<file path="src/rtl/sdmt_pkg.sv">
// ----------------------------------------------------------------------------
// sdmt_pkg: shared constants and types of the minimum-travel stroke block
// Widths of coordinates, distances and path costs, and the segment record.
// ----------------------------------------------------------------------------
package sdmt_pkg;

    localparam int COORD_BITS = 16;
    localparam int FRAC_BITS  = 8;
    localparam int COST_BITS  = 48;

    // Squared distance sum, and the radicand scaled by the fraction bits.
    localparam int SQ_BITS   = 2 * COORD_BITS;
    localparam int SUM_BITS  = SQ_BITS + 1;
    localparam int ROOT_BITS = (SUM_BITS + 2 * FRAC_BITS + 1) / 2;
    localparam int RAD_BITS  = 2 * ROOT_BITS;
    localparam int REM_BITS  = ROOT_BITS + 3;

    // Distance jobs per segment: its own length and four jumps.
    localparam int NJOBS    = 5;
    localparam int JOB_BITS = $clog2(NJOBS + 1);
    localparam int Q_DEPTH  = 4;
    localparam int Q_ABITS  = $clog2(Q_DEPTH);

    typedef logic signed [COORD_BITS-1:0] t_coord;
    typedef logic [ROOT_BITS-1:0]         t_dist;
    typedef logic [COST_BITS-1:0]         t_cost;

    typedef struct packed {
        logic   start;
        t_coord c1x;
        t_coord c1y;
        t_coord c2x;
        t_coord c2y;
    } t_seg;

endpackage

</file>
<file path="src/rtl/sdmt_dist.sv">
// ----------------------------------------------------------------------------
// sdmt_dist: pipelined Euclidean distance unit
// Absolute differences, squares, sum, then one root bit per stage.
// ----------------------------------------------------------------------------
module sdmt_dist import sdmt_pkg::*; (
    input  logic   i_clk,
    input  logic   i_rst_n,
    input  logic   i_valid,
    input  t_coord i_ax,
    input  t_coord i_ay,
    input  t_coord i_bx,
    input  t_coord i_by,
    output logic   o_valid,
    output t_dist  o_dist
);

    logic signed [COORD_BITS:0] w_dx;
    logic signed [COORD_BITS:0] w_dy;
    logic [COORD_BITS-1:0]      r_dx;
    logic [COORD_BITS-1:0]      r_dy;
    logic [SQ_BITS-1:0]         r_sqx;
    logic [SQ_BITS-1:0]         r_sqy;
    logic                       r_va;
    logic                       r_vb;

    logic                  r_v    [ROOT_BITS+1];
    logic [RAD_BITS-1:0]   r_rad  [ROOT_BITS+1];
    logic [REM_BITS-1:0]   r_rem  [ROOT_BITS+1];
    logic [ROOT_BITS-1:0]  r_root [ROOT_BITS+1];

    assign w_dx = $signed({i_ax[COORD_BITS-1], i_ax}) - $signed({i_bx[COORD_BITS-1], i_bx});
    assign w_dy = $signed({i_ay[COORD_BITS-1], i_ay}) - $signed({i_by[COORD_BITS-1], i_by});

    always_ff @(posedge i_clk) begin
        r_dx  <= COORD_BITS'(w_dx[COORD_BITS] ? -w_dx : w_dx);
        r_dy  <= COORD_BITS'(w_dy[COORD_BITS] ? -w_dy : w_dy);
        r_sqx <= r_dx * r_dx;
        r_sqy <= r_dy * r_dy;
        r_rad[0]  <= RAD_BITS'({1'b0, r_sqx} + {1'b0, r_sqy}) << (2 * FRAC_BITS);
        r_rem[0]  <= '0;
        r_root[0] <= '0;
    end

    always_ff @(posedge i_clk) begin
        if (!i_rst_n) begin
            r_va   <= 1'b0;
            r_vb   <= 1'b0;
            r_v[0] <= 1'b0;
        end else begin
            r_va   <= i_valid;
            r_vb   <= r_va;
            r_v[0] <= r_vb;
        end
    end

    for (genvar k = 0; k < ROOT_BITS; k++) begin : g_stage
        logic [REM_BITS-1:0] w_rem;
        logic [REM_BITS-1:0] w_trial;

        assign w_rem   = {r_rem[k][REM_BITS-3:0], r_rad[k][RAD_BITS-1 -: 2]};
        assign w_trial = REM_BITS'({r_root[k], 2'b01});

        always_ff @(posedge i_clk) begin
            r_rad[k+1] <= r_rad[k] << 2;
            if (w_rem >= w_trial) begin
                r_rem[k+1]  <= w_rem - w_trial;
                r_root[k+1] <= {r_root[k][ROOT_BITS-2:0], 1'b1};
            end else begin
                r_rem[k+1]  <= w_rem;
                r_root[k+1] <= {r_root[k][ROOT_BITS-2:0], 1'b0};
            end
        end

        always_ff @(posedge i_clk) begin
            if (!i_rst_n) begin
                r_v[k+1] <= 1'b0;
            end else begin
                r_v[k+1] <= r_v[k];
            end
        end
    end

    assign o_valid = r_v[ROOT_BITS];
    assign o_dist  = r_root[ROOT_BITS];

endmodule

</file>
<file path="config.mk">
export PLATFORM = sky130hd
export DESIGN_NAME = sdmt_dist
export DESIGN_NICKNAME = d
export VERILOG_FILES = /design/src/rtl/sdmt_pkg.sv /design/src/rtl/sdmt_dist.sv
export SDC_FILE = /design/constraint.sdc
export NUM_CORES = 2
export LEC_CHECK = 0
export ABC_CLOCK_PERIOD_IN_PS = 8000
export BUFFER_PORTS_ARGS = -buffer_cell sky130_fd_sc_hd__buf_4
export CAP_MARGIN = 10
export CORE_MARGIN = 5
export CORE_UTILIZATION = 40
export CTS_CLUSTER_SIZE = 16
export DETAILED_ROUTE_END_ITERATION = 12
export GPL_ROUTABILITY_DRIVEN = 1
export PLACE_DENSITY = 0.6
export SETUP_SLACK_MARGIN = 0.5
export SLEW_MARGIN = 20
export SYNTH_ARGS = -nofsm -noshare
export SYNTH_HDL_FRONTEND = slang
export SYNTH_SLANG_ARGS = --single-unit
</file>
<file path="constraint.sdc">
create_clock -name i_clk -period 8 [get_ports i_clk]
set_clock_uncertainty 0.1 [all_clocks]
set_input_delay 0.8 -clock i_clk [delete_from_list [all_inputs] [get_ports i_clk]]
set_output_delay 0.8 -clock i_clk [all_outputs]
set_load 0.05 [all_outputs]
</file>
After elaboration in Yosys (flattened, before gate mapping)
Memory sizes are Yosys's and may differ from the RTL's. Index checks and enable logic that the tools add are counted.

Register bits after elaboration: 98. Latch bits: 0. RAM bits: 2652. ROM bits: 0. Output and inout bits: 26. Logic and storage cells: 298. Memories kept: 4.

Memory list: r_rad (words 26, bits a word 48, read ports 25, clocked after memory_dff 0, wr ports 26, RTL line sdmt_dist.sv:27) `logic [RAD_BITS-1:0] r_rad [ROOT_BITS+1];`; r_rem (words 26, bits a word 28, read ports 25, clocked after memory_dff 0, wr ports 26, RTL line sdmt_dist.sv:28) `logic [REM_BITS-1:0] r_rem [ROOT_BITS+1];`; r_root (words 26, bits a word 25, read ports 26, clocked after memory_dff 0, wr ports 26, RTL line sdmt_dist.sv:29) `logic [ROOT_BITS-1:0] r_root [ROOT_BITS+1];`; r_v (words 26, bits a word 1, read ports 26, clocked after memory_dff 0, wr ports 26, RTL line sdmt_dist.sv:26) `logic r_v [ROOT_BITS+1];`.

$add $sub $neg: 30. Multiply operators: 2. Div/mod/pow operators: 0. Order comparisons: 25. Eq/ne operators: 0. Shift-type cells: 0. Muxes and demuxes: 155. Bitwise logic cells: 76. Reductions and logical operators: 0.

Operators with widths (count): greater-or-equal comparator 28 x 27 -> 1 bit (25); 2-to-1 mux 28 bit (25); subtractor 28 x 27 -> 28 bit (25); 2-to-1 mux 25 bit (25); 2-to-1 mux 1 bit (103); bitwise OR 1 bit (76); multiplier 16 x 16 -> 32 bit (2); subtractor 16 x 16 -> 17 bit (2); adder 32 x 32 -> 33 bit (1); 2-to-1 mux 16 bit (2); negation 16 bit (2).

Longest topological paths before layout
An unclocked memory read counts as a cell.

Depth in word-level cells: 5. Mapped depth: 26. Gate-level depth less buffers: 25.

Worst setup path after synthesis
OpenSTA, ideal clock, no wires.

Path kind: register to register. From: register r_dx[1]. To: register r_sqx[30]. Library setup time: 127 ps. Data arrival time: 6278 ps. Setup slack: 1496 ps. Stages on the path, launching flop included: 24. Buffers on the path: 2. Cell sequence: dfxtp_1 -> clkbuf_1 -> clkbuf_1 -> nand2_1 -> fa_1 -> inv_1 -> fa_1 -> inv_1 -> fa_1 -> fa_1 -> fa_1 -> fa_1 -> inv_1 -> ha_1 -> and3_1 -> a31oi_1 -> o21ai_0 -> a21oi_1 -> nor3_1 -> o31ai_1 -> a21oi_1 -> a221oi_1 -> o21ai_0 -> xor2_1.

Cells in the longest elaborated chain, start to end: 1.

Ends and longest elaborated chain: start, declared (RTL line sdmt_dist.sv:19) `logic [COORD_BITS-1:0] r_dx;`; start signal, assigned (RTL line sdmt_dist.sv:35) `r_dx <= COORD_BITS'(w_dx[COORD_BITS] ? -w_dx : w_dx);`; multiplier 16 x 16 -> 32 bit (RTL line sdmt_dist.sv:37) `r_sqx <= r_dx * r_dx;`; end signal, assigned (RTL line sdmt_dist.sv:37); end, declared (RTL line sdmt_dist.sv:21) `logic [SQ_BITS-1:0] r_sqx;`.

Every way passes these cells. A chain may end at the register's enable or synchronous reset.

Worst setup path in the final report
From: register r_dy[12]. To: register r_sqy[30].

Cells in the longest elaborated chain, start to end: 1.

Ends and longest elaborated chain: start, declared (RTL line sdmt_dist.sv:20) `logic [COORD_BITS-1:0] r_dy;`; start signal, assigned (RTL line sdmt_dist.sv:36) `r_dy <= COORD_BITS'(w_dy[COORD_BITS] ? -w_dy : w_dy);`; multiplier 16 x 16 -> 32 bit (RTL line sdmt_dist.sv:38) `r_sqy <= r_dy * r_dy;`; end signal, assigned (RTL line sdmt_dist.sv:38); end, declared (RTL line sdmt_dist.sv:22) `logic [SQ_BITS-1:0] r_sqy;`.

Every way passes these cells.

==> reports/qor.yml <==
status: "finished clean"
rsz0062_at_grt: "false"
ant_nets: 0
setup_tns_ns: 0
setup_viol: 0
dieArea_sq_um: 176000
drt_iter0_drc: 2031
grt_pass1_vias: 47373
design_area_sq_um: 75010
min_delay_path_depth: 2
core-area_sq_um: 167000
synth_seq_cells: 1329
synth_cells: 7001
r2r-end: "r_sqy[30]"
timing.fmax_mhz: 141.1
ys.warnings.count: 0
start_util_pct: 40.16
mostFrequentLayoutCells: "1,328 x dfxtp_1, 998 x inv_1, 601 x ha_1"
worstPathMaxFanout: 13
min_period_ns: 7.086
path_cells: "inv_1 > nor2_1 > ha_1 > xor2_1 > fa_1 > inv_1 > fa_1 > fa_1 > fa_1 > inv_1 > fa_1 > inv_1 > ha_1 > a21o_1 > a21o_1 > a221oi_1 > o31ai_1 > a311o_1 > a21oi_1 > o21ba_2 > nor3_1 > o311ai_0"
ys_types: 89
end_kind: "flop"
wirelength_microns: 134200
drv_slew: 0
cap_violations: 0
yosysTopAreaCellShare_pct: 39.66
maxSlewHeadroom_pct: 27.67
rrSetupSlack_ns: 0.91
die_w_microns: 419.5
drc: 0
fin_ws_ns: 0.9142
yosys-top-cells-area: "dfxtp_1 40%, ha_1 11%, fa_1 9.9%"
setup.worst_path.class: "reg -> reg"
grt_usage_pct: 15.42
cts_tree: "done"
grt_pass1_wl_microns: 226700
cts_root_buffer: "clkbuf_16"
firstDrtPassIters: 5
place_ws_ns: 0.8595
dp_hpwl_microns: 105600
via_per_inst: 4.864
max_stage_delay_ns: 0.69
arrival_ns: 7.64
final-hold-violation-count: 0
clkTransAtPathRegs_ns: 0.07
cts_buffers: 140
cts_htree_levels: 4
fin_nets: 8148
final_common_cell: "dfxtp_1"
seq_area_frac_synth_pct: 39.66
clock_sinks: 1329
holdPathEnd: "r_va"
grt_antenna_before_repair: 0
worst_pin_slew_ns: 1.055
syn_area_sq_um: 67080
fin_crit_sh_pct: 88.57
hold_path_class: "in -> reg"
gp_congestion: 0.8500
cts_setup_buffers: 0
crit_top_cell: "fa_1"
clk_path_buf_depth: 3
yosysTopAreaCell: "dfxtp_1"
rr_startpoint: "r_dy[12]"
worstRegToRegCells: 22
min_from: "i_valid"
drive_gt1_share_pct: 6.562
async_flop_share_pct: 0
required_ns: 8.55
clk_latency_ns: 0.77
port_buffers: 92
avgRoutedWirePerCell_microns: 14.19
grt.overflow.total: 0
grt_max_degree: 42
synth.net_count: 8002
io_pins: 93
antenna-diode-count: 0
synth_edf_count: 0
synthFlopType: "dfxtp_1"
place_area_sq_um: 70310
syn_to_final_growth_pct: 11.83
setup.worst_path.start_class: "flop"
avgSynthCellArea_sq_um: 9.582
dieHeight_microns: 419.5
routed-via-count: 46008
cpMaxStageDelayCell: "dfxtp_1"
n_fill_cell: 15954
rows: 150
repair_timing:
item	CTS	global route
setup endpoints to repair	0	2
resized for setup	0	2
hold buffers	0	0
sequential cells by signal (all words and copies together) (netlist names):
signal  cells
r_dx       16
r_dy       16
r_rad     305
r_rem     577
r_root    325
r_sqx      31
r_sqy      31
r_v        26
r_va        1
r_vb        1
metrics by stage:
step	hold WS, ns	instances	utilization [%]
after floorplan	0.2096	7001	-
after global placement	0.2100	9209	42.09
after detailed placement	0.2121	9209	42.09
after CTS	0.07795	9458	44.90
after global routing	0.09475	9458	44.91
final	0.1532	9458	44.91
layout make-up:
| type | instances | area [sq um] | share of cell area, % |
|---|---|---|---|
| Clock inverter | 57 | 739.5 | 0.9858 |
| Tap cell | 2204 | 2758 | 3.676 |
| Clock buffer | 192 | 3961 | 5.281 |
| Sequential cell | 1329 | 26610 | 35.47 |
| Inverter | 1000 | 3754 | 5.004 |
| Timing Repair Buffer | 116 | 870.8 | 1.161 |
| Multi-Input combinational cell | 4560 | 36320 | 48.42 |
Yosys cell counts, types with 76 or more instances:
cell,count
dfxtp_1,1329
inv_1,998
ha_1,601
nand2_1,496
nor2_1,403
a21oi_1,372
fa_1,333
xnor2_1,331
o21ai_0,300
xor2_1,247
nor3_1,181
and2_1,135
a21o_1,131
clkbuf_1,106
o21a_1,76
worst max-delay path, delay by kind of cell, from the launching register on:
kind / cells / cell delay, ns
xor+xnor: 1 / 0.19
flops: 1 / 0.69
buf+inv: 4 / 0.40
simple gates: 2 / 0.31
fa+ha+maj: 7 / 3.16
compound gates: 8 / 2.11
metal layers:
metal | wire length (microns) | GRT usage, % | vias up
met1 | 57310 | 17.92 | 21604
met4 | 3729 | 4.880 | 0
met5 | 0 | 0 | -
li1 | - | - | 23491
met2 | 69030 | 28.85 | 646
met3 | 4160 | 2.451 | 267
cells by family after synthesis:
family | synth area share, %
XOR/XNOR | 7.547
flip-flops | 39.66
other | 0.005590
AND/OR/NAND/NOR | 12.90
multiplexers | 1.069
buffers and inverters | 6.226
AO/OA/AOI/OAI | 11.44
adder cells (fa/ha/maj) | 21.15
worst max path at each step:
stage / slack [ns] / startpoint / end / cells after the start
detailed placement: 0.86 / r_dx[2] / r_sqx[30] / 21
finish: 0.91 / r_dy[12] / r_sqy[30] / 22
global placement: 0.98 / r_dx[2] / r_sqx[30] / 21
floorplan: 1.50 / r_dx[1] / r_sqx[30] / 23
global route: 0.52 / r_dy[12] / r_sqy[30] / 22
CTS: 0.84 / r_dx[2] / r_sqx[30] / 21
Power is not shown: default switching activity piles up to over one toggle a cycle in this logic, so the estimate is an artifact.
