===== config.mk =====
export PLATFORM = sky130hd
export DESIGN_NAME = sdmt_back
export DESIGN_NICKNAME = d
export VERILOG_FILES = /design/src/rtl/sdmt_pkg.sv /design/src/rtl/sdmt_back.sv
export SDC_FILE = /design/constraint.sdc
export NUM_CORES = 2
export LEC_CHECK = 0
export BUFFER_PORTS_ARGS = -buffer_cell sky130_fd_sc_hd__buf_2
export CAP_MARGIN = 20
export CORE_ASPECT_RATIO = 1.2
export CORE_UTILIZATION = 29
export DETAILED_ROUTE_END_ITERATION = 8
export HOLD_SLACK_MARGIN = 0.12
export REMOVE_ABC_BUFFERS = 1
export SYNTH_ARGS = -nofsm -noshare
export SYNTH_HDL_FRONTEND = slang
export SYNTH_SLANG_ARGS = --single-unit

===== constraint.sdc =====
create_clock -name i_clk -period 8.5 [get_ports i_clk]
set_clock_uncertainty 0.2 [all_clocks]
set_input_delay 0 -clock i_clk [delete_from_list [all_inputs] [get_ports i_clk]]
set_output_delay 0 -clock i_clk [all_outputs]
set_load 0.01 [all_outputs]

===== src/rtl/sdmt_pkg.sv =====
// ----------------------------------------------------------------------------
// sdmt_pkg: shared constants and types of the minimum-travel stroke block
// Widths of coordinates, distances and path costs, and the segment record.
// ----------------------------------------------------------------------------
package sdmt_pkg;

    localparam int COORD_BITS = 16;
    localparam int FRAC_BITS  = 8;
    localparam int COST_BITS  = 48;

    // Squared distance sum, and the radicand scaled by the fraction bits.
    localparam int SQ_BITS   = 2 * COORD_BITS;
    localparam int SUM_BITS  = SQ_BITS + 1;
    localparam int ROOT_BITS = (SUM_BITS + 2 * FRAC_BITS + 1) / 2;
    localparam int RAD_BITS  = 2 * ROOT_BITS;
    localparam int REM_BITS  = ROOT_BITS + 3;

    // Distance jobs per segment: its own length and four jumps.
    localparam int NJOBS    = 5;
    localparam int JOB_BITS = $clog2(NJOBS + 1);
    localparam int Q_DEPTH  = 4;
    localparam int Q_ABITS  = $clog2(Q_DEPTH);

    typedef logic signed [COORD_BITS-1:0] t_coord;
    typedef logic [ROOT_BITS-1:0]         t_dist;
    typedef logic [COST_BITS-1:0]         t_cost;

    typedef struct packed {
        logic   start;
        t_coord c1x;
        t_coord c1y;
        t_coord c2x;
        t_coord c2y;
    } t_seg;

endpackage


===== src/rtl/sdmt_back.sv =====
// ----------------------------------------------------------------------------
// sdmt_back: path cost recurrence
// Issues the five distances of a segment, then extends both path costs (or
// restarts them at a path start) and presents the result in the output register.
// ----------------------------------------------------------------------------
module sdmt_back import sdmt_pkg::*; (
    input  logic   i_clk,
    input  logic   i_rst_n,
    input  logic   i_q_empty,
    input  t_seg   i_q_seg,
    output logic   o_q_pop,
    output logic   o_d_valid,
    output t_coord o_d_ax,
    output t_coord o_d_ay,
    output t_coord o_d_bx,
    output t_coord o_d_by,
    input  logic   i_d_valid,
    input  t_dist  i_d_dist,
    input  logic   i_pop,
    output logic   o_empty,
    output t_cost  o_best_total,
    output logic   o_ends_at_second,
    output logic   o_saturated
);

    typedef enum logic [5:0] {
        S_IDLE  = 6'b000001,
        S_ISSUE = 6'b000010,
        S_WAIT  = 6'b000100,
        S_SUM   = 6'b001000,
        S_MIN   = 6'b010000,
        S_OUT   = 6'b100000
    } t_state;

    localparam logic [JOB_BITS-1:0] JOB_LEN  = JOB_BITS'(0);
    localparam logic [JOB_BITS-1:0] JOB_P1C1 = JOB_BITS'(1);
    localparam logic [JOB_BITS-1:0] JOB_P2C1 = JOB_BITS'(2);
    localparam logic [JOB_BITS-1:0] JOB_P2C2 = JOB_BITS'(3);
    localparam logic [JOB_BITS-1:0] JOB_P1C2 = JOB_BITS'(4);
    localparam logic [JOB_BITS-1:0] JOB_LAST = JOB_BITS'(NJOBS - 1);
    localparam logic [JOB_BITS-1:0] JOB_ALL  = JOB_BITS'(NJOBS);
    localparam t_cost COST_MAX = '1;

    t_state              r_state;
    t_state              n_state;
    t_seg                r_item;
    logic [JOB_BITS-1:0] r_job;
    logic [JOB_BITS-1:0] r_got;
    t_dist               r_dist [NJOBS];
    t_coord              r_p1x, r_p1y, r_p2x, r_p2y;
    t_cost               r_cf, r_cs;
    logic                r_psat;
    t_cost               r_a, r_b, r_c, r_d;
    logic                r_sum_sat;
    t_cost               r_nf, r_ns;
    logic                r_step_sat;
    logic                r_out_v;
    t_cost               r_best;
    logic                r_at2;
    logic                r_osat;

    logic [COST_BITS:0]  w_a, w_b, w_c, w_d, w_ns, w_nf;
    t_cost               w_len, w_minab, w_mincd;
    logic                w_commit;

    assign w_len    = COST_BITS'(r_dist[0]);
    assign w_a      = {1'b0, COST_BITS'(r_dist[1])} + {1'b0, r_cf};
    assign w_b      = {1'b0, COST_BITS'(r_dist[2])} + {1'b0, r_cs};
    assign w_c      = {1'b0, COST_BITS'(r_dist[3])} + {1'b0, r_cs};
    assign w_d      = {1'b0, COST_BITS'(r_dist[4])} + {1'b0, r_cf};
    assign w_minab  = (r_a < r_b) ? r_a : r_b;
    assign w_mincd  = (r_c < r_d) ? r_c : r_d;
    assign w_ns     = {1'b0, w_len} + {1'b0, w_minab};
    assign w_nf     = {1'b0, w_len} + {1'b0, w_mincd};
    assign w_commit = r_state[5] && (!r_out_v || i_pop);

    assign o_q_pop   = (r_state == S_IDLE) && !i_q_empty;
    assign o_d_valid = (r_state == S_ISSUE);

    always_comb begin
        o_d_ax = r_item.c1x;
        o_d_ay = r_item.c1y;
        o_d_bx = r_item.c2x;
        o_d_by = r_item.c2y;
        unique case (r_job)
            JOB_LEN: begin
            end
            JOB_P1C1: begin
                o_d_ax = r_p1x;
                o_d_ay = r_p1y;
                o_d_bx = r_item.c1x;
                o_d_by = r_item.c1y;
            end
            JOB_P2C1: begin
                o_d_ax = r_p2x;
                o_d_ay = r_p2y;
                o_d_bx = r_item.c1x;
                o_d_by = r_item.c1y;
            end
            JOB_P2C2: begin
                o_d_ax = r_p2x;
                o_d_ay = r_p2y;
            end
            JOB_P1C2: begin
                o_d_ax = r_p1x;
                o_d_ay = r_p1y;
            end
            default: begin
            end
        endcase
    end

    always_comb begin
        n_state = r_state;
        unique case (r_state)
            S_IDLE:  if (!i_q_empty) n_state = S_ISSUE;
            S_ISSUE: if (r_job == JOB_LAST) n_state = S_WAIT;
            S_WAIT:  if (r_got == JOB_ALL) n_state = S_SUM;
            S_SUM:   n_state = S_MIN;
            S_MIN:   n_state = S_OUT;
            S_OUT:   if (w_commit) n_state = S_IDLE;
            default: n_state = S_IDLE;
        endcase
    end

    // Payload registers of the recurrence.
    always_ff @(posedge i_clk) begin
        if (o_q_pop) begin
            r_item <= i_q_seg;
        end
        if (i_d_valid) begin
            r_dist[r_got[$clog2(NJOBS)-1:0]] <= i_d_dist;
        end
        if (r_state == S_SUM) begin
            r_a <= w_a[COST_BITS] ? COST_MAX : w_a[COST_BITS-1:0];
            r_b <= w_b[COST_BITS] ? COST_MAX : w_b[COST_BITS-1:0];
            r_c <= w_c[COST_BITS] ? COST_MAX : w_c[COST_BITS-1:0];
            r_d <= w_d[COST_BITS] ? COST_MAX : w_d[COST_BITS-1:0];
            r_sum_sat <= w_a[COST_BITS] | w_b[COST_BITS] | w_c[COST_BITS] | w_d[COST_BITS];
        end
        if (r_state == S_MIN) begin
            if (r_item.start) begin
                r_ns       <= w_len;
                r_nf       <= w_len;
                r_step_sat <= 1'b0;
            end else begin
                r_ns       <= w_ns[COST_BITS] ? COST_MAX : w_ns[COST_BITS-1:0];
                r_nf       <= w_nf[COST_BITS] ? COST_MAX : w_nf[COST_BITS-1:0];
                r_step_sat <= r_sum_sat | w_ns[COST_BITS] | w_nf[COST_BITS];
            end
        end
        if (w_commit) begin
            r_best <= (r_ns < r_nf) ? r_ns : r_nf;
            r_at2  <= (r_ns < r_nf);
            r_osat <= r_step_sat | (r_psat & !r_item.start);
        end
    end

    always_ff @(posedge i_clk) begin
        if (!i_rst_n) begin
            r_state <= S_IDLE;
            r_job   <= '0;
            r_got   <= '0;
            r_out_v <= 1'b0;
            r_p1x   <= '0;
            r_p1y   <= '0;
            r_p2x   <= '0;
            r_p2y   <= '0;
            r_cf    <= '0;
            r_cs    <= '0;
            r_psat  <= 1'b0;
        end else begin
            r_state <= n_state;
            if (o_q_pop) begin
                r_job <= '0;
                r_got <= '0;
            end else begin
                if (r_state == S_ISSUE) r_job <= r_job + 1'b1;
                if (i_d_valid)          r_got <= r_got + 1'b1;
            end
            if (w_commit) begin
                r_out_v <= 1'b1;
                r_p1x   <= r_item.c1x;
                r_p1y   <= r_item.c1y;
                r_p2x   <= r_item.c2x;
                r_p2y   <= r_item.c2y;
                r_cf    <= r_nf;
                r_cs    <= r_ns;
                r_psat  <= r_step_sat | (r_psat & !r_item.start);
            end else if (i_pop) begin
                r_out_v <= 1'b0;
            end
        end
    end

    assign o_empty          = !r_out_v;
    assign o_best_total     = r_best;
    assign o_ends_at_second = r_at2;
    assign o_saturated      = r_osat;

endmodule


# Word level (Yosys, flattened, before mapping)
# Memory sizes are Yosys's and may differ from the RTL's.
# Cells that the tools add are included.
[word_totals]
wordCells = 96
ramBits = 125
input_bits = 95
reg_bits = 579
output_inout_bits = 117
n_memories = 1
[memory_table]
columns = ["memory", "words", "width", "rd", "rd_ports_with_merged_regs", "write_ports", "line_no", "text"]
rows = [
  ["r_dist", 5, 25, 5, 0, 1, "sdmt_back.sv:49", "t_dist r_dist [NJOBS];"],
]
[classes]
eq_ne = 15
reduce_logical = 12
mux = 20
n_addsub = 8
bitwise = 8
order_cmp = 3
[op_table]
columns = ["op", "n"]
rows = [
  ["adder 25 x 48 -> 49 bit", 6],
  ["2-to-1 mux 48 bit", 5],
  ["< comparator 48 bit", 3],
  ["one-hot mux 16 bit (2 select lines)", 2],
  ["2-to-1 mux 25 bit", 2],
  ["one-hot mux 6 bit (6 select lines)", 1],
  ["2-to-1 mux 16 bit", 2],
  ["2-to-1 mux 6 bit", 4],
  ["OR reduction 2 bit", 4],
  ["adder 3 x 1 -> 3 bit (second input constant)", 2],
  ["equality test 3 x 2 -> 1 bit (second input constant)", 2],
  ["equality test 3 bit (second input constant)", 2],
  ["equality test 6 x 1 -> 1 bit (second input constant)", 1],
  ["equality test 6 x 2 -> 1 bit (second input constant)", 1],
  ["equality test 6 x 3 -> 1 bit (second input constant)", 1],
  ["equality test 6 x 4 -> 1 bit (second input constant)", 1],
  ["equality test 6 x 5 -> 1 bit (second input constant)", 1],
  ["equality test 6 bit (second input constant)", 1],
  ["!= test 2 bit (second input constant)", 3],
  ["OR 1 bit", 6],
  ["2-to-1 mux 1 bit", 4],
  ["AND reduction 4 bit", 1],
  ["equality test 3 x 1 -> 1 bit (second input constant)", 1],
  ["zero test 1 bit", 3],
  ["6 further kinds", 7],
]

# Longest topological paths before layout
[logic_depth]
depth_word = 5
mapped_depth = 29
mapped_depth_nobuf = 24

# Worst setup path before layout
# Ideal clock, no wire load.
[synth_timing]
path_kind = "reg-to-reg"
start = "reg r_state[0]"
end = "reg r_nf[0] (enable)"
arrival_time_ns = 7.394
path_stages_with_launch = 3
setup_ns = 0.672
n_path_buf = 0
setup_slack_ns = 0.235
period_less_slack_ns = 8.265
path_cell_list = "dfxtp_1 > or3_1 > nor3_1"
[synth_via]
elab_chain_cells = 1
[synth_rtl]
columns = ["element", "line_no", "text"]
rows = [
  ["start, declared", "sdmt_back.sv:44", "t_state r_state;"],
  ["start signal, assigned", "sdmt_back.sv:173", "r_state <= n_state;"],
  ["equality test 6 x 5 -> 1 bit", "sdmt_back.sv:141", "if (r_state == S_MIN) begin"],
  ["end signal, assigned", "sdmt_back.sv:144", "r_nf <= w_len;"],
  ["end signal, assigned", "sdmt_back.sv:148", "r_nf <= w_nf[COST_BITS] ? COST_MAX : w_nf[COST_BITS-1:0];"],
  ["end, declared", "sdmt_back.sv:55", "t_cost r_nf, r_ns;"],
]
# No other way between the ends.
# A chain may end at the register's enable or synchronous reset.

# Worst setup path after layout
[layout_timing]
start = "reg r_c[31]"
end = "reg r_nf[22], data pin"
[layout_via]
elab_chain_cells = 5
[layout_rtl]
columns = ["element", "line_no", "text"]
rows = [
  ["start, declared", "sdmt_back.sv:53", "t_cost r_a, r_b, r_c, r_d;"],
  ["start signal, assigned", "sdmt_back.sv:137", "r_c <= w_c[COST_BITS] ? COST_MAX : w_c[COST_BITS-1:0];"],
  ["< comparator 48 bit", "sdmt_back.sv:72", "assign w_mincd = (r_c < r_d) ? r_c : r_d;"],
  ["2-to-1 mux 48 bit (*)", "sdmt_back.sv:72", ""],
  ["adder 25 x 48 -> 49 bit (*)", "sdmt_back.sv:74", "assign w_nf = {1'b0, w_len} + {1'b0, w_mincd};"],
  ["2-to-1 mux 48 bit (*)", "sdmt_back.sv:148", ""],
  ["2-to-1 mux 25 bit (*)", "sdmt_back.sv:142", "if (r_item.start) begin"],
]
# Every way passes the cells marked *; elsewhere a longest branch is shown, timed or not.

==> impl_results.md <==
* GRT Util Overall at roughly 18%
* Multi-input logic area at just under 20000 um2
* Switch Pwr at between 0.0015 and 0.002 W
* Die X at 343 um
* Seq cells post-synth at between 700 and 800
* First-pass GRT wire length at just under 200 mm
* Post-synth EDFFs at 530
* Crit Path Category: reg2reg
* Initial DRC Count at about 2300
* Clock buffer count from CTS at just over 80
* Grt met2 use at roughly a third
* Top_reg_cell synth: edfxtp_1
* Largest family of logic cells by synthesized area: compound AO/OA/AOI/OAI gates
* Met3 Usage GRT at 2.72%
* Row count at 149
* Status: complete, but fails checks
* RSZ-0062 raised after global routing: false
* Combinational fraction of design power at roughly 7.1%
* Routed WL at roughly 130 mm
* Flop pwr share at 46.5%
* Clock Sinks at 704
* Yosys cell types at 87
* Routed vias at roughly 32000
* Full die area at about 140000 um2
* Clk pwr share at roughly 46%
* Cells after synthesis at 4000
* IO Pins at around 210
* Synth Area in Adders at 9.50%
* Final Hold Fails at 0
* Share of cells above drive strength 1 at approximately 12%
* Avg Cell Area, Syn at about 10 um2
* Startpoint Class: register
* Sw Ratio at about a quarter
* Pins Over Slew Limit at 0
* Core ar. at ~140000 um2
* Fin Setup TNS at 0 ps
* Worst EP arrival at ~7600 ps
* Storage cell area at 19400 um2
* DRC Markers at 7
* Fillers at approximately 14000
* Max frequency at approximately 140 MHz
* Critical Path End Type: register
* H-Tree Depth at 3
* Synth warnings at 0
* Detailed Place HPWL at around 93 mm
* Fin nets at roughly 4800
* Power Internal at between 0.006 and 0.007 W
* DR pass1 iterations at 9
* Register area share after synthesis at about half
* Avg WL per Cell at ~21 um
* Clk pin slew, worst setup/hold paths at 60 ps
* Synth Area in Simple Gates at 14.5%
* Mux contribution to synthesized area at 4.24%
* Most crowded layer after global routing: met2
* Static Leak at between 15 and 20 nW
* Post-Synth XOR/XNOR Area at about 4.3%
* Area Growth Syn to Fin at 19.6%
* Post-CTS setup repair buffer count at 0
* Max clock buf depth at 3
* Post-synthesis cell area at ~40000 um2
* Final setup violation count at 0
* Ys async rst share at 0%
* Power, Total at ~0.0081 W
* Min-Delay Path Class: in2reg
* CTS tree: yes
* Initial antenna violation count at 3
* Failing checks: design-rule violations
* Crit-path max FO at 60
* Tmin final at around 7400 ps
* Antenna-violating nets left at 0
* Skew-Pair Late Insertion Delay at around 700 ps
* Max cap viols at 0
* Root Driver: clkbuf_16
* Die Ht at around 400 um
* DR vias/cell at roughly 5
* Vias in the first global route at 31600
* Tcrit/Tclk final at 86.7%
* Initial core utilization at between 20% and 30%
* Compound-gate portion of the synthesized area at between 15 and 20%
* GP Congestion at between 0.9 and 1
* Largest net degree at the start of global routing at 164
* Pwr/cell area at 169 nW/um2
* Relative slew slack at 19.6%
* Met1 Usage GRT at 21.7%
* I/O Buffers at between 200 and 250
* GRT Residual Overflow at 0
* Worst Tran Pin Value at ~1200 ps
* Data required, critical path at ~8700 ps
* Max IR drop VDD at 0.173 mV
[path summary, 6_finish.rpt]
| path | startpoint | to | slack, ps | cells after the start |
|---|---|---|---|---|
| min reg2reg | r_p1y[3] | r_p1y[3] | 260 | 2 |
| max | r_c[31] | r_nf[22] | 1130 | 20 |
| min | i_d_valid | r_got[0] | 130 | 4 |
| max reg2reg | r_c[31] | r_nf[22] | 1130 | 20 |
[power by group through the flow]
stage / clock network [W] / registers, W / logic, W
finish: 0.00378 / 0.00379 / 0.000581
global route: 0.00396 / 0.00379 / 0.000628
CTS: 0.00383 / 0.00379 / 0.000574
detailed placement: 0 / 0.00386 / 0.000502
global placement: 0 / 0.00386 / 0.000501
floorplan: 0 / 0.00385 / 0.000307
[sequential cells by signal, indices dropped and copies added (netlist names), 16 cells and up]
register and flops:
o_best_total 48, r_a 48, r_b 48, r_c 48, r_cf 48, r_cs 48, r_d 48, r_dist 125
r_item 65, r_nf 48, r_ns 48, r_p1x 16, r_p1y 16, r_p2x 16, r_p2y 16
[area by class of cell]
| class | instances | area share [%] |
|---|---|---|
| sequential | 704 | 40.2 |
| inverter | 208 | 1.63 |
| clock buffer | 119 | 5.04 |
| clock inverter | 37 | 1.04 |
| antenna | 2 | 0.0104 |
| timing repair buffer | 437 | 6.76 |
| multi-input combinational | 2928 | 40.6 |
| tap | 1812 | 4.70 |
[worst max-delay path: stages, from the launching register on]
cell	delay (ps)
edfxtp_1	490
ha_1	370
nand4_1	330
nor4_1	1100
o31a_1	270
o31ai_4	150
nand2_4	360
buf_4	690
mux2_2	420
ha_1	350
a21o_1	180
a21o_1	170
a21oi_1	160
o21ai_0	160
o21a_1	290
o2bb2a_4	280
nor4b_4	150
and2b_2	280
a21oi_2	150
buf_4	350
a21oi_1	120
[routing by layer]
| layer | vias to the layer above | share of wire, % |
|---|---|---|
| li1 | 15200 | - |
| met1 | 15500 | 41 |
| met2 | 1082 | 50 |
| met3 | 227 | 5.6 |
| met4 | 0 | 4.1 |
| met5 | - | 0 |
[logic make-up after synthesis]
group	count (synthesis)
muxes	155
AOI/OAI and AO/OA	984
buffers and inverters	368
xor gates and xnor gates	197
DFF	704
and+or+nand+nor	1289
adders and majority gates	303
[through the flow]
step | instances | utilization (%) | setup WS (ps) | hold slack [ps] | area (um2)
floorplan | 3840 | - | -2440 | -129 | 39700
global placement | 5900 | 31.5 | 1290 | -23.9 | 43400
detailed placement | 5900 | 31.5 | 1230 | -21.9 | 43400
CTS | 6244 | 35.0 | 1240 | 121 | 48300
global route | 6247 | 35.0 | 984 | 172 | 48300
finish | 6247 | 35.0 | 1130 | 126 | 48300
[Yosys cell counts, drive strengths merged, types with 12 or more instances]
cell | number | area [um2]
a21o | 118 | 886
mux2 | 125 | 1410
o21bai | 14 | 105
edfxtp | 530 | 15900
clkbuf | 121 | 458
dfxtp | 174 | 3480
a31oi | 48 | 300
o21ai | 172 | 861
ha | 297 | 3720
nand4 | 73 | 457
a22oi | 33 | 248
and3 | 47 | 294
nand2b | 43 | 269
nor4 | 17 | 106
nor2b | 36 | 225
nand2 | 659 | 2480
a21boi | 165 | 1240
nor3 | 60 | 300
mux2i | 30 | 300
nand3 | 92 | 460
a21oi | 279 | 1410
o211ai | 12 | 95.1
xnor2 | 112 | 981
xor2 | 85 | 744
o21a | 37 | 278
nor2 | 181 | 679
buf | 39 | 208
or3 | 31 | 194
a211oi | 20 | 160
inv | 207 | 777
[placed cells by master (no fill, tap or decap), types with 92 or more instances in the layout]
| cell | count |
|---|---|
| dfxtp_1 | 174 |
| a21boi_0 | 165 |
| mux2_2 | 119 |
| o21ai_0 | 161 |
| ha_1 | 297 |
| edfxtp_1 | 530 |
| a21o_1 | 117 |
| nand2_1 | 657 |
| xnor2_1 | 112 |
| nand3_1 | 92 |
| nor2_1 | 176 |
| inv_1 | 205 |
| a21oi_1 | 274 |
| dlygate4sd3_1 | 188 |
| buf_2 | 210 |
[what timing repair did]
action | 4_1_cts | 5_1_grt
gates resized for setup | 0 | 0
hold buffers | 188 | 0
hold endpoints to repair | 554 | 0
setup endpoints to repair | 0 | 0
Power figures use the tool's default switching activity.
