**src/rtl/sdmt_pkg.sv**
```systemverilog
// ----------------------------------------------------------------------------
// sdmt_pkg: shared constants and types of the minimum-travel stroke block
// Widths of coordinates, distances and path costs, and the segment record.
// ----------------------------------------------------------------------------
package sdmt_pkg;

    localparam int COORD_BITS = 16;
    localparam int FRAC_BITS  = 8;
    localparam int COST_BITS  = 48;

    // Squared distance sum, and the radicand scaled by the fraction bits.
    localparam int SQ_BITS   = 2 * COORD_BITS;
    localparam int SUM_BITS  = SQ_BITS + 1;
    localparam int ROOT_BITS = (SUM_BITS + 2 * FRAC_BITS + 1) / 2;
    localparam int RAD_BITS  = 2 * ROOT_BITS;
    localparam int REM_BITS  = ROOT_BITS + 3;

    // Distance jobs per segment: its own length and four jumps.
    localparam int NJOBS    = 5;
    localparam int JOB_BITS = $clog2(NJOBS + 1);
    localparam int Q_DEPTH  = 4;
    localparam int Q_ABITS  = $clog2(Q_DEPTH);

    typedef logic signed [COORD_BITS-1:0] t_coord;
    typedef logic [ROOT_BITS-1:0]         t_dist;
    typedef logic [COST_BITS-1:0]         t_cost;

    typedef struct packed {
        logic   start;
        t_coord c1x;
        t_coord c1y;
        t_coord c2x;
        t_coord c2y;
    } t_seg;

endpackage

```
**src/rtl/sdmt_front.sv**
```systemverilog
// ----------------------------------------------------------------------------
// sdmt_front: input queue
// Takes segment beats, each with its path start or continuation flag, and holds
// them until the back end is free.
// ----------------------------------------------------------------------------
module sdmt_front import sdmt_pkg::*; (
    input  logic   i_clk,
    input  logic   i_rst_n,
    input  logic   i_push,
    input  t_seg   i_seg,
    output logic   o_full,
    input  logic   i_pop,
    output logic   o_empty,
    output t_seg   o_seg
);

    t_seg               r_mem [Q_DEPTH];
    logic [Q_ABITS-1:0] r_wr;
    logic [Q_ABITS-1:0] r_rd;
    logic [Q_ABITS:0]   r_cnt;
    logic               w_push;
    logic               w_pop;

    assign o_full  = (r_cnt == (Q_ABITS+1)'(Q_DEPTH));
    assign o_empty = (r_cnt == '0);
    assign o_seg   = r_mem[r_rd];
    assign w_push  = i_push && !o_full;
    assign w_pop   = i_pop && !o_empty;

    always_ff @(posedge i_clk) begin
        if (w_push) begin
            r_mem[r_wr] <= i_seg;
        end
    end

    always_ff @(posedge i_clk) begin
        if (!i_rst_n) begin
            r_wr  <= '0;
            r_rd  <= '0;
            r_cnt <= '0;
        end else begin
            if (w_push) r_wr <= r_wr + 1'b1;
            if (w_pop)  r_rd <= r_rd + 1'b1;
            if (w_push && !w_pop)      r_cnt <= r_cnt + 1'b1;
            else if (w_pop && !w_push) r_cnt <= r_cnt - 1'b1;
        end
    end

endmodule

```
**config.mk**
```make
export PLATFORM = sky130hd
export DESIGN_NAME = sdmt_front
export DESIGN_NICKNAME = d
export VERILOG_FILES = /design/src/rtl/sdmt_pkg.sv /design/src/rtl/sdmt_front.sv
export SDC_FILE = /design/constraint.sdc
export NUM_CORES = 1
export LEC_CHECK = 0
export BUFFER_PORTS_ARGS = -buffer_cell sky130_fd_sc_hd__buf_2
export CAP_MARGIN = 25
export CORE_MARGIN = 1
export CORE_UTILIZATION = 40
export CTS_CLUSTER_SIZE = 14
export DETAILED_ROUTE_END_ITERATION = 10
export RECOVER_POWER = 25
export SYNTH_ARGS = -nofsm -noshare
export SYNTH_HDL_FRONTEND = slang
export SYNTH_SLANG_ARGS = --single-unit
```
**constraint.sdc**
```tcl
create_clock -name i_clk -period 3 [get_ports i_clk]
set_clock_uncertainty 0.05 [all_clocks]
set_input_delay 0.15 -clock i_clk [delete_from_list [all_inputs] [get_ports i_clk]]
set_output_delay 0.15 -clock i_clk [all_outputs]
set_load 0.05 [all_outputs]
```
# == Word level (Yosys, flattened, before mapping) ==
# Memory sizes are Yosys's and may differ from the RTL's. A register that Yosys moved wholly into a read port is not among the register bits.
# Index checks and enable logic that the tools add are counted.
# classes
n_mux,6
n_reduce_logical,10
addsub,4
n_eq_ne,1
# ops
op,n
3-bit two-way mux,2
"2-bit by 1-bit adder with 2-bit output, second input constant",2
1-bit logical AND,4
1-bit zero test,4
2-bit two-way mux,2
"3-bit by 1-bit adder with 3-bit output, second input constant",1
"3-bit equality test, second input constant",1
3-bit zero test,1
"3-bit by 1-bit subtractor with 3-bit output, second input constant",1
1-bit two-way mux,2
2-bit nonzero test,1
# totals
n_memories,1
register_bits,7
word_cells,25
in_bits,69
ram_bits,260
# mem_list
memory,depth,word_bits,read_ports,rd_clocked_by_memory_dff,write_ports,line_no,text
r_mem,4,65,1,1,1,sdmt_front.sv:17,t_seg r_mem [Q_DEPTH];

# == Longest topological paths before layout ==
# Gate-level depths: netlist of the first run.
# depth
word_depth,7
ltp_mapped,9

# == Worst setup path before layout of the first run ==
# Ideal clock, no wire load.
# synth_timing
path_type,flip-flop to flip-flop
from,register r_cnt[0]
to,"memory r_mem[0][0] (netlist name), enable pin"
stages_incl_launch_ff,5
period_less_slack_ns,2.970
path_slack_ns,0.030
n_path_buf,1
t_arrival_ns,2.490
path_cell_list,dfxtp_1 -> nor3b_2 -> nor2b_1 -> buf_2 -> and2_1
# synth_between
elab_chain_cells,5
# synth_rtl
element,line_no,text
start: declaration,sdmt_front.sv:20,logic [Q_ABITS:0] r_cnt;
start signal: assignment,sdmt_front.sv:44,if (w_push && !w_pop) r_cnt <= r_cnt + 1'b1;
start signal: assignment,sdmt_front.sv:45,else if (w_pop && !w_push) r_cnt <= r_cnt - 1'b1;
3-bit equality test,sdmt_front.sv:24,assign o_full = (r_cnt == (Q_ABITS+1)'(Q_DEPTH));
named net o_full,sdmt_front.sv:11,"output logic o_full,"
1-bit zero test,sdmt_front.sv:27,assign w_push = i_push && !o_full;
1-bit logical AND,sdmt_front.sv:27,
named net w_push,sdmt_front.sv:21,logic w_push;
1-bit two-way mux,sdmt_front.sv:31,if (w_push) begin
1-bit two-way mux (implied by the code),sdmt_front.sv:32,r_mem[r_wr] <= i_seg;
end: declaration,sdmt_front.sv:17,
# The timed path passes the listed nets, and every way through them passes these cells.

==> impl_metrics.yaml, run 1 <==
critical_path:
  cp_max_fo: 27
  crit_arrival_ns: 2.33
  cpPeakStageDelay_ns: 0.67
  worst-setup-path-type: "flip-flop to primary output"
  critPathBufInv: 2
  worstPathRequired_ns: 2.80
  start_kind: "flip-flop"
  r2r-start: "r_cnt[0]$_SDFFE_PN0P_"
  cp_cell_sequence: "buf_12, mux4_2, buf_2"
  cpMaxStageDelayCell: "dfxtp_4"
  cp-end-kind: "primary output"
  cp_top_family: "flip-flops"
floorplan:
  io-pin-count: 136
  coreArea_um2: 24300
  fp.dieH_um: 159
  start_util: 0.407
  rows: 57
  die_w_um: 159
  design.die.area_um2: 25400
logic_synthesis:
  syn_avg_cell_area_um2: 25.6
  synth_top_family_by_area: "multiplexers"
  ys_seq_area_frac: 0.806
  synthTopCellsByArea: "edfxtp_1 79%, mux4_2 15%, dfxtp_1 1.8%"
  yosysTopAreaCell: "edfxtp_1"
  netlist_instances: 387
  yosys.area.top_type_share: 0.788
  netlist_area_um2: 9910
  yosys_warnings: 0
  synthMuxAreaShare: 0.151
  yosys.area_share.adder: 0.00834
  ys_types: 24
  syn-num-nets: 462
  synthXorXnorAreaFrac: 0.00354
  ys_ff_latch: 269
  synth-simple-area-share: 0.0102
  synth_compound_area_frac: 0.00341
placed_design:
  dp_hpwl_um: 11200
  place_area_um2: 11100
  io_buffers: 135
  place_congestion: 0.688
timing:
  rsz0062_at_grt: "no"
  hold_viol_final: 0
  tightest_slew_ns: 0.596
  maxSlewHeadroom: 0.602
  hold_ws_ns: 0.0490
  max_clock_freq_ghz: 0.395
  setup_tns_ns: 0
  setup_viol: 0
  finalCriticalPeriod_ns: 2.53
  period_share: 0.844
  report.final.slew_viol_count: 0
status:
  status: "complete, no violations"
routing:
  route.detailed.drc: 0
  vias: 4698
  firstDrtPassIters: 4
  drtIter0Drc: 300
  ant_nets: 0
  drt_wl_total_um: 18700
  routed_via_density: 4.90
  wl_per_cell_um: 19.5
clock_network:
  h-tree-depth: 1
  clk_pin_slew_ns: 0.06
  clockBufferDepth: 3
  insertion_delay_ns: 0.51
  cts_made_buffers: 27
  cts_resized: 0
  cts-root-buf: "clkbuf_16"
  clock-sinks: 269
  cts_tree: "done"
global_route:
  grtUsageMet2: 0.258
  grt_pass1_wl_um: 29700
  globalRouteMet1Util: 0.205
  busiest_layer: "met2"
  antenna_found_initial: 0
  overflow: 0
  grt_pass1_vias: 5202
  grt_max_degree: 47
  grt_use_total: 0.153
  grt_util_met3: 0.0284
final_layout:
  drive_above_1_share: 0.346
  syn_to_final_growth_pct: 27.0
  fin_area_um2: 12600
  n_fill_cell: 1937
  nets: 690
  diodes: 0
pwr:
  leakage_nw: 4.18
  power_density_nw_per_um2: 939
  p_sw_frac: 0.335
  power_frac_comb: 0.310
  p_seq_frac: 0.404
  internal_power_mw: 7.86
  ir_drop_mv: 0.655
  switching_power_mw: 3.96
  pwr-share-clk: 0.285
run:
  cap_viol_max_count: 0
hold_path:
  hold_start: "i_pop"
  hp-class: "input port to flip-flop"
-- synth_stat cells, drive strengths merged --
master and instances:
edfxtp 260, o311ai 1, and2 8, dfxtp 9, nand2 4, o31ai 1, buf 14, ha 5
o21ai 1, mux2i 3, nor3b 1, inv 3, xor2 1, nor2b 2, a21boi 1, nor3 1
xnor2 3, fa 1, or3 1, clkbuf 2, mux4 65
-- sequential cells by signal (all words and copies together) (netlist names), named ones only --
signal  flops
r_mem     260
r_rd        2
r_wr        2
r_cnt       3
-- repair_timing --
action	in CTS	in global routing
setup endpoints to repair	0	0
hold endpoints to repair	269	0
buffers inserted	0	0
hold buffers	66	0
-- final cells by class --
| cell class | count | area [um^2] | area share |
|---|---|---|---|
| Inverter | 3 | 11.3 | 0.000895 |
| Clock inverter | 16 | 200 | 0.0159 |
| Tap cell | 324 | 405 | 0.0322 |
| Clock buffer | 33 | 698 | 0.0555 |
| Sequential cell | 269 | 8000 | 0.635 |
| Multi-Input combinational cell | 99 | 1760 | 0.140 |
| Timing Repair Buffer | 215 | 1520 | 0.121 |
-- metal layers --
metal,up-vias,wire [um]
met5,-,0
li1,2107,-
met2,111,9380
met3,25,774
met1,2455,8210
met4,0,344
-- per-stage QoR --
| stage | util | power (mW) | instances | setup WS (ns) |
|---|---|---|---|---|
| after floorplan | - | 7.72 | 387 | 0.0302 |
| after global placement | 0.455 | 8.50 | 844 | 0.826 |
| after detailed placement | 0.455 | 8.55 | 844 | 0.711 |
| after CTS | 0.519 | 12.0 | 959 | 0.371 |
| after global routing | 0.517 | 12.3 | 959 | 0.297 |
| final | 0.517 | 11.8 | 959 | 0.467 |
-- cell families after synthesis --
group,after synthesis
buf+inv,19
xor+xnor,4
mux,68
fa+ha+maj,6
compound gates,4
flops,269
simple gates,17
-- worst min-delay path, stage by stage --
cell and delay, ns:
buf_2 0.12, o31ai_2 0.08, xnor2_1 0.07, and2_1 0.15
-- power by group through the flow --
stage	Clock (mW)	Sequential (mW)	Combinational (mW)
after floorplan	0	4.74	2.98
after global placement	0	4.84	3.66
after detailed placement	0	4.87	3.68
after CTS	3.45	4.80	3.75
after global routing	3.59	4.84	3.86
final	3.37	4.78	3.67
-- path summary, 6_finish.rpt --
| kind | endpoint | slack [ns] | cells past startpoint |
|---|---|---|---|
| max | o_seg[58] | 0.47 | 3 |
| min | flip-flop | 0.05 | 4 |
| max reg2reg | r_cnt[2]$_SDFFE_PN0P_ | 0.69 | 9 |
| min reg2reg | r_wr[0]$_SDFFE_PN0P_ | 0.47 | 2 |
-- cells in the final DEF, fill, tap and decap left out, drive strengths merged --
| master | count |
|---|---|
| ha | 5 |
| nand2 | 4 |
| mux2i | 3 |
| bufinv | 5 |
| or3 | 1 |
| a21boi | 1 |
| xor2 | 1 |
| nor2b | 2 |
| inv | 3 |
| edfxtp | 260 |
| fa | 1 |
| nor3b | 1 |
| and2 | 8 |
| buf | 110 |
| o21ai | 1 |
| xnor2 | 3 |
| o31ai | 1 |
| dlygate4sd3 | 66 |
| dfxtp | 9 |
| clkinv | 10 |
| nor3 | 1 |
| clkinvlp | 1 |
| mux4 | 65 |
| clkbuf | 72 |
| o311ai | 1 |
(Power assumes the default switching activity.)
==> inputs of run 2 (changes only) <==
--- a/config.mk
+++ b/config.mk
@@ -5,6 +5,7 @@
 export SDC_FILE = /design/constraint.sdc
 export NUM_CORES = 1
 export LEC_CHECK = 0
+export ABC_AREA = 1
 export BUFFER_PORTS_ARGS = -buffer_cell sky130_fd_sc_hd__buf_2
 export CAP_MARGIN = 25
 export CORE_MARGIN = 1
==> constraint.sdc (replaced) <==
create_clock -name i_clk -period 2.5 [get_ports i_clk]
set_clock_uncertainty 0.05 [all_clocks]
set_input_delay 0.125 -clock i_clk [delete_from_list [all_inputs] [get_ports i_clk]]
set_output_delay 0.125 -clock i_clk [all_outputs]
set_load 0.05 [all_outputs]
==> run 2 against run 1 <==
- design area increased by 3.7%
- clock power increased by 15%
- non-clock buffer count increased by 12
- power increased by 22%
- highest routed layer is now met5
==> impl_metrics.yaml, run 2 <==
clock_network:
  clock-sinks: 269
  cts-root-buf: "clkbuf_16"
  h-tree-depth: 1
  cts_tree: "done"
  cts_made_buffers: 27
  clk_pin_slew_ns: 0.06
  insertion_delay_ns: 0.53
  clockBufferDepth: 3
floorplan:
  fp.dieH_um: 164
  die_w_um: 164
  start_util: 0.412
  coreArea_um2: 25400
  design.die.area_um2: 26800
  rows: 58
  io-pin-count: 136
pwr:
  leakage_nw: 4.50
  ir_drop_mv: 0.744
  power_density_nw_per_um2: 1110
critical_path:
  start_kind: "flip-flop"
  worstPathRequired_ns: 2.33
  cp-end-kind: "primary output"
  cp_max_fo: 54
  crit_arrival_ns: 2.19
  worst-setup-path-type: "flip-flop to primary output"
global_route:
  overflow: 0
  globalRouteMet1Util: 0.230
  grt_use_total: 0.169
  grt_pass1_vias: 6114
  grt_max_degree: 82
  busiest_layer: "met2"
  antenna_found_initial: 2
  grt_pass1_wl_um: 34500
  grt_util_met3: 0.0279
  grtUsageMet2: 0.282
timing:
  hold_viol_final: 0
  rsz0062_at_grt: "no"
  hold_ws_ns: 0.315
  maxSlewHeadroom: 0.623
  setup_tns_ns: 0
  report.final.slew_viol_count: 0
  period_share: 0.948
  max_clock_freq_ghz: 0.422
  setup_viol: 0
  tightest_slew_ns: 0.564
  finalCriticalPeriod_ns: 2.37
  worst_slack_ns: 0.130
logic_synthesis:
  ys_seq_area_frac: 0.764
  yosys_warnings: 0
  synth_edf_count: 260
  ys_ff_latch: 269
  yosys.area.top_type_share: 0.747
  synthFlopType: "edfxtp_1"
  netlist_instances: 699
  yosys.cell_count.top_type: "edfxtp_1"
  yosysTopAreaCell: "edfxtp_1"
  syn_avg_cell_area_um2: 15.0
  synth-async-reset-ratio: 0
  ys_top_cells_by_count: "260 x edfxtp_1, 119 x nor2_1, 91 x o21ai_0"
  syn-num-nets: 774
  netlist_area_um2: 10500
  ys_types: 26
  synthTopCellsByArea: "edfxtp_1 75%, o21ai_0 4.4%, nor2_1 4.3%"
placed_design:
  io_buffers: 135
  place_congestion: 0.722
  dp_hpwl_um: 13200
  place_inst: 1144
  place_ws_ns: 0.335
final_layout:
  final_core_util: 0.514
  reg.largest.list: "r_mem (260), r_cnt (3)"
  largest_reg_flops: 260
  final_common_cell: "edfxtp_1"
  nets: 988
  syn_to_final_growth_pct: 24.8
  regMostFlops: "r_mem"
  n_fill_cell: 2179
  final_cells: 1264
  drive_above_1_share: 0.235
  final_cell_mix: "260 x edfxtp_1, 115 x nor2_1, 97 x buf_2"
hold_path:
  hp-class: "input port to flip-flop"
routing:
  firstDrtPassIters: 6
  vias: 6360
  drtIter0Drc: 377
  drt_wl_total_um: 22700
  wl_per_cell_um: 17.9
  route.detailed.drc: 0
  ant_nets: 0
  routed_via_density: 5.03
run:
  cap_viol_max_count: 0
status:
  status: "complete, no violations"
[run 2: metrics by stage]
| step | instance area (um^2) | power (mW) |
|---|---|---|
| after CTS | 13100 | 14.6 |
| final | 13000 | 14.4 |
| after global placement | 11500 | 10.6 |
| after floorplan | 10500 | 9.42 |
| after global routing | 13000 | 15.0 |
| after detailed placement | 11500 | 10.6 |
[run 2: report_power, final]
group | internal, mW | switching, mW
sequential | 5.48 | 0.168
combinational | 1.19 | 3.73
clock | 2.18 | 1.67
[run 2: final timing paths]
path | end | slack (ns) | start | depth (start not counted)
hold reg to reg | flip-flop | 0.45 | r_rd[1]$_SDFFE_PN0P_ | 2
setup / recovery | o_seg[13] | 0.13 | flip-flop | 4
setup reg to reg | r_cnt[1]$_SDFFE_PN0P_ | 0.31 | r_cnt[1]$_SDFFE_PN0P_ | 9
hold / removal | r_mem[1][28]$_DFFE_PP_ | 0.32 | i_seg[28] | 2
[run 2: final cells by class]
cell class              instances  area (um^2)  area share
well taps                     330          413      0.0316
repair buffers                227         1590       0.122
diodes                          1         2.50    0.000192
clock inverters                21          163      0.0125
flip-flops and latches        269         7990       0.613
inverters                      18         77.6     0.00595
clock buffers                  28          679      0.0521
multi-input cells             370         2130       0.163
[run 2: cell families after synthesis]
kind of cell	share of synthesized area
AND/OR/NAND/NOR	0.0753
buffers and inverters	0.0353
AO/OA/AOI/OAI	0.117
XOR/XNOR	0.000838
adder cells (fa/ha/maj)	0.00790
flip-flops	0.764
[run 2: worst max-delay path: stages, from the launching register on]
cell and delay (ns):
dfxtp_2 0.53, buf_12 0.30, o21ai_0 0.14, o22ai_1 0.33, buf_2 0.34
[run 2: routing by layer]
layer / part of all wire / up-vias
met3: 0.047 / 29
met2: 0.48 / 148
met5: 0.00044 / -
li1: - / 3044
met1: 0.45 / 3137
met4: 0.016 / 2
[run 2: what timing repair did]
action,CTS,global route
hold buffers,69,0
gates resized for setup,0,4
setup endpoints to repair,0,33
hold endpoints to repair,269,0
buffers inserted,0,1
==> inputs of run 3 (changes only) <==
--- a/config.mk
+++ b/config.mk
@@ -6,7 +6,7 @@
 export NUM_CORES = 1
 export LEC_CHECK = 0
 export ABC_AREA = 1
-export BUFFER_PORTS_ARGS = -buffer_cell sky130_fd_sc_hd__buf_2
+export BUFFER_PORTS_ARGS = -buffer_cell sky130_fd_sc_hd__clkbuf_2
 export CAP_MARGIN = 25
 export CORE_MARGIN = 1
 export CORE_UTILIZATION = 40
==> run 3 against run 2 <==
- routed wire length increased by 0.92%
- combinational power rose by 5.1%
- critical path type unchanged
- via count up 0.44%
- sequential cell count is the same
- non-clock buffer count decreased by 2
- worst setup slack lost 0.0054 ns
- largest cell class unchanged
- design area is 1.3% higher
- cell count is 0.16% lower
- global-route usage grew 0.090 points
==> impl_metrics.yaml, run 3 (synthesized netlist as in run 2, its figures left out) <==
critical_path:
  cp_cell_sequence: "inv_8, buf_4, nor2_1, o22ai_1, clkbuf_2"
  reg2reg_setup_slack_ns: 0.24
  worst-setup-path-type: "flip-flop to primary output"
  cpPeakStageDelay_ns: 0.44
  cpMaxStageDelayCell: "dfxtp_4"
  start_kind: "flip-flop"
  cp-end-kind: "primary output"
  crit_arrival_ns: 2.20
  cp_max_fo: 48
  worstPathRequired_ns: 2.33
placed_design:
  dp_hpwl_um: 12400
  place_area_um2: 11600
  place_congestion: 0.726
  place_ws_ns: 0.473
  io_buffers: 135
pwr:
  switching_power_mw: 5.59
  power.total_mw: 14.8
  p_seq_frac: 0.381
  p_sw_frac: 0.377
  power_density_nw_per_um2: 1120
  internal_power_mw: 9.21
  power_frac_comb: 0.349
  leakage_nw: 4.61
  ir_drop_mv: 0.667
  pwr-share-clk: 0.269
timing:
  rsz0062_at_grt: "no"
  hold_ws_ns: 0.324
  worst_slack_ns: 0.125
  hold_viol_final: 0
  tightest_slew_ns: 0.571
  finalCriticalPeriod_ns: 2.38
  setup_viol: 0
  maxSlewHeadroom: 0.619
  period_share: 0.950
  report.final.slew_viol_count: 0
  max_clock_freq_ghz: 0.421
global_route:
  overflow: 0
  grt_max_degree: 66
  grt_use_total: 0.170
  grt_pass1_vias: 6295
  antenna_found_initial: 1
  grt_pass1_wl_um: 34700
clock_network:
  clock-sinks: 269
  insertion_delay_ns: 0.53
  h-tree-depth: 1
  cts_tree: "done"
  cts_made_buffers: 28
  cts-root-buf: "clkbuf_16"
  clockBufferDepth: 3
  clk_pin_slew_ns: 0.06
final_layout:
  fin_area_um2: 13200
  final_cell_mix: "260 x edfxtp_1, 115 x nor2_1, 91 x o21ai_0, 91 x clkbuf_2, 70 x dlygate4sd3_1"
  syn_to_final_growth_pct: 26.4
  regMostFlops: "r_mem"
  final_common_cell: "edfxtp_1"
  drive_above_1_share: 0.232
  largest_reg_flops: 260
  reg.largest.list: "r_mem (260), r_cnt (3)"
  nets: 987
routing:
  ant_nets: 0
  drtIter0Drc: 418
  route.detailed.drc: 0
  routed_via_density: 5.06
  wl_per_cell_um: 18.1
  drt_wl_total_um: 22900
  firstDrtPassIters: 4
  vias: 6388
floorplan:
  io-pin-count: 136
  start_util: 0.412
  design.die.area_um2: 26800
  rows: 58
  die_w_um: 164
  fp.dieH_um: 164
  coreArea_um2: 25400
run:
  cap_viol_max_count: 0
status:
  status: "complete, no violations"
hold_path:
  hp-class: "input port to flip-flop"
-- run 3: changes by cell type in the layout (fill, tap and decap cells not counted), sizes merged --
cell,change
clkbuf,+103
buf,-96
clkinv,-6
clkinvlp,-2
inv,-2
bufbuf,+1
bufinv,-1
dlygate4sd3,+1
-- run 3: per-stage QoR --
stage | instances | setup TNS (ns) | utilization
after floorplan | 699 | -96.59 | -
after global placement | 1140 | 0 | 0.457
after detailed placement | 1140 | 0 | 0.457
after CTS | 1260 | 0 | 0.522
after global routing | 1262 | 0 | 0.521
final | 1262 | 0 | 0.521
-- run 3: area by class of cell --
type                            instances  area, um^2
Clock buffer                           39         823
Inverter                               18        75.1
Antenna cell                            1        2.50
Clock inverter                         10        71.3
Tap cell                              330         413
Fill cell                            2199       12200
Multi-Input combinational cell        370        2130
Sequential cell                       269        7990
Timing Repair Buffer                  225        1710
-- run 3: critical path: cells and delay by family, from the launching register on --
family | cells | cell delay [ns]
AND/OR/NAND/NOR | 1 | 0.07
buffers and inverters | 3 | 0.91
flip-flops | 1 | 0.44
AO/OA/AOI/OAI | 1 | 0.22
-- run 3: final timing paths --
check / start / endpoint / cells past startpoint
min reg2reg: r_rd[1]$_SDFFE_PN0P_ / flip-flop / 2
max reg2reg: r_wr[0]$_SDFFE_PN0P_ / r_wr[1]$_SDFFE_PN0P_ / 7
min: i_seg[52] / r_mem[3][52]$_DFFE_PP_ / 2
max: flip-flop / o_seg[11] / 5
-- run 3: metal layers --
| metal | vias up | GRT usage | wire [um] | part of all wire |
|---|---|---|---|---|
| met1 | 3136 | 0.226 | 10000 | 0.44 |
| met2 | 179 | 0.288 | 11100 | 0.48 |
| met5 | - | 0 | 0 | 0 |
| met4 | 0 | 0.0476 | 533 | 0.023 |
| met3 | 37 | 0.0269 | 1200 | 0.053 |
| li1 | 3036 | - | - | - |
-- run 3: timing repair --
item,CTS,global route
pin swaps,0,0
hold buffers,70,0
hold endpoints to repair,269,0
setup buffers,0,1
setup endpoints to repair,5,14
gates cloned,1,0
gates resized for setup,2,0
-- run 3: power groups by stage --
stage / registers, mW / clock network [mW] / logic [mW]
after detailed placement: 5.74 / 0 / 5.02
after floorplan: 5.70 / 0 / 3.73
final: 5.64 / 3.99 / 5.17
after CTS: 5.66 / 4.08 / 5.22
after global routing: 5.68 / 4.24 / 5.51
after global placement: 5.73 / 0 / 4.99
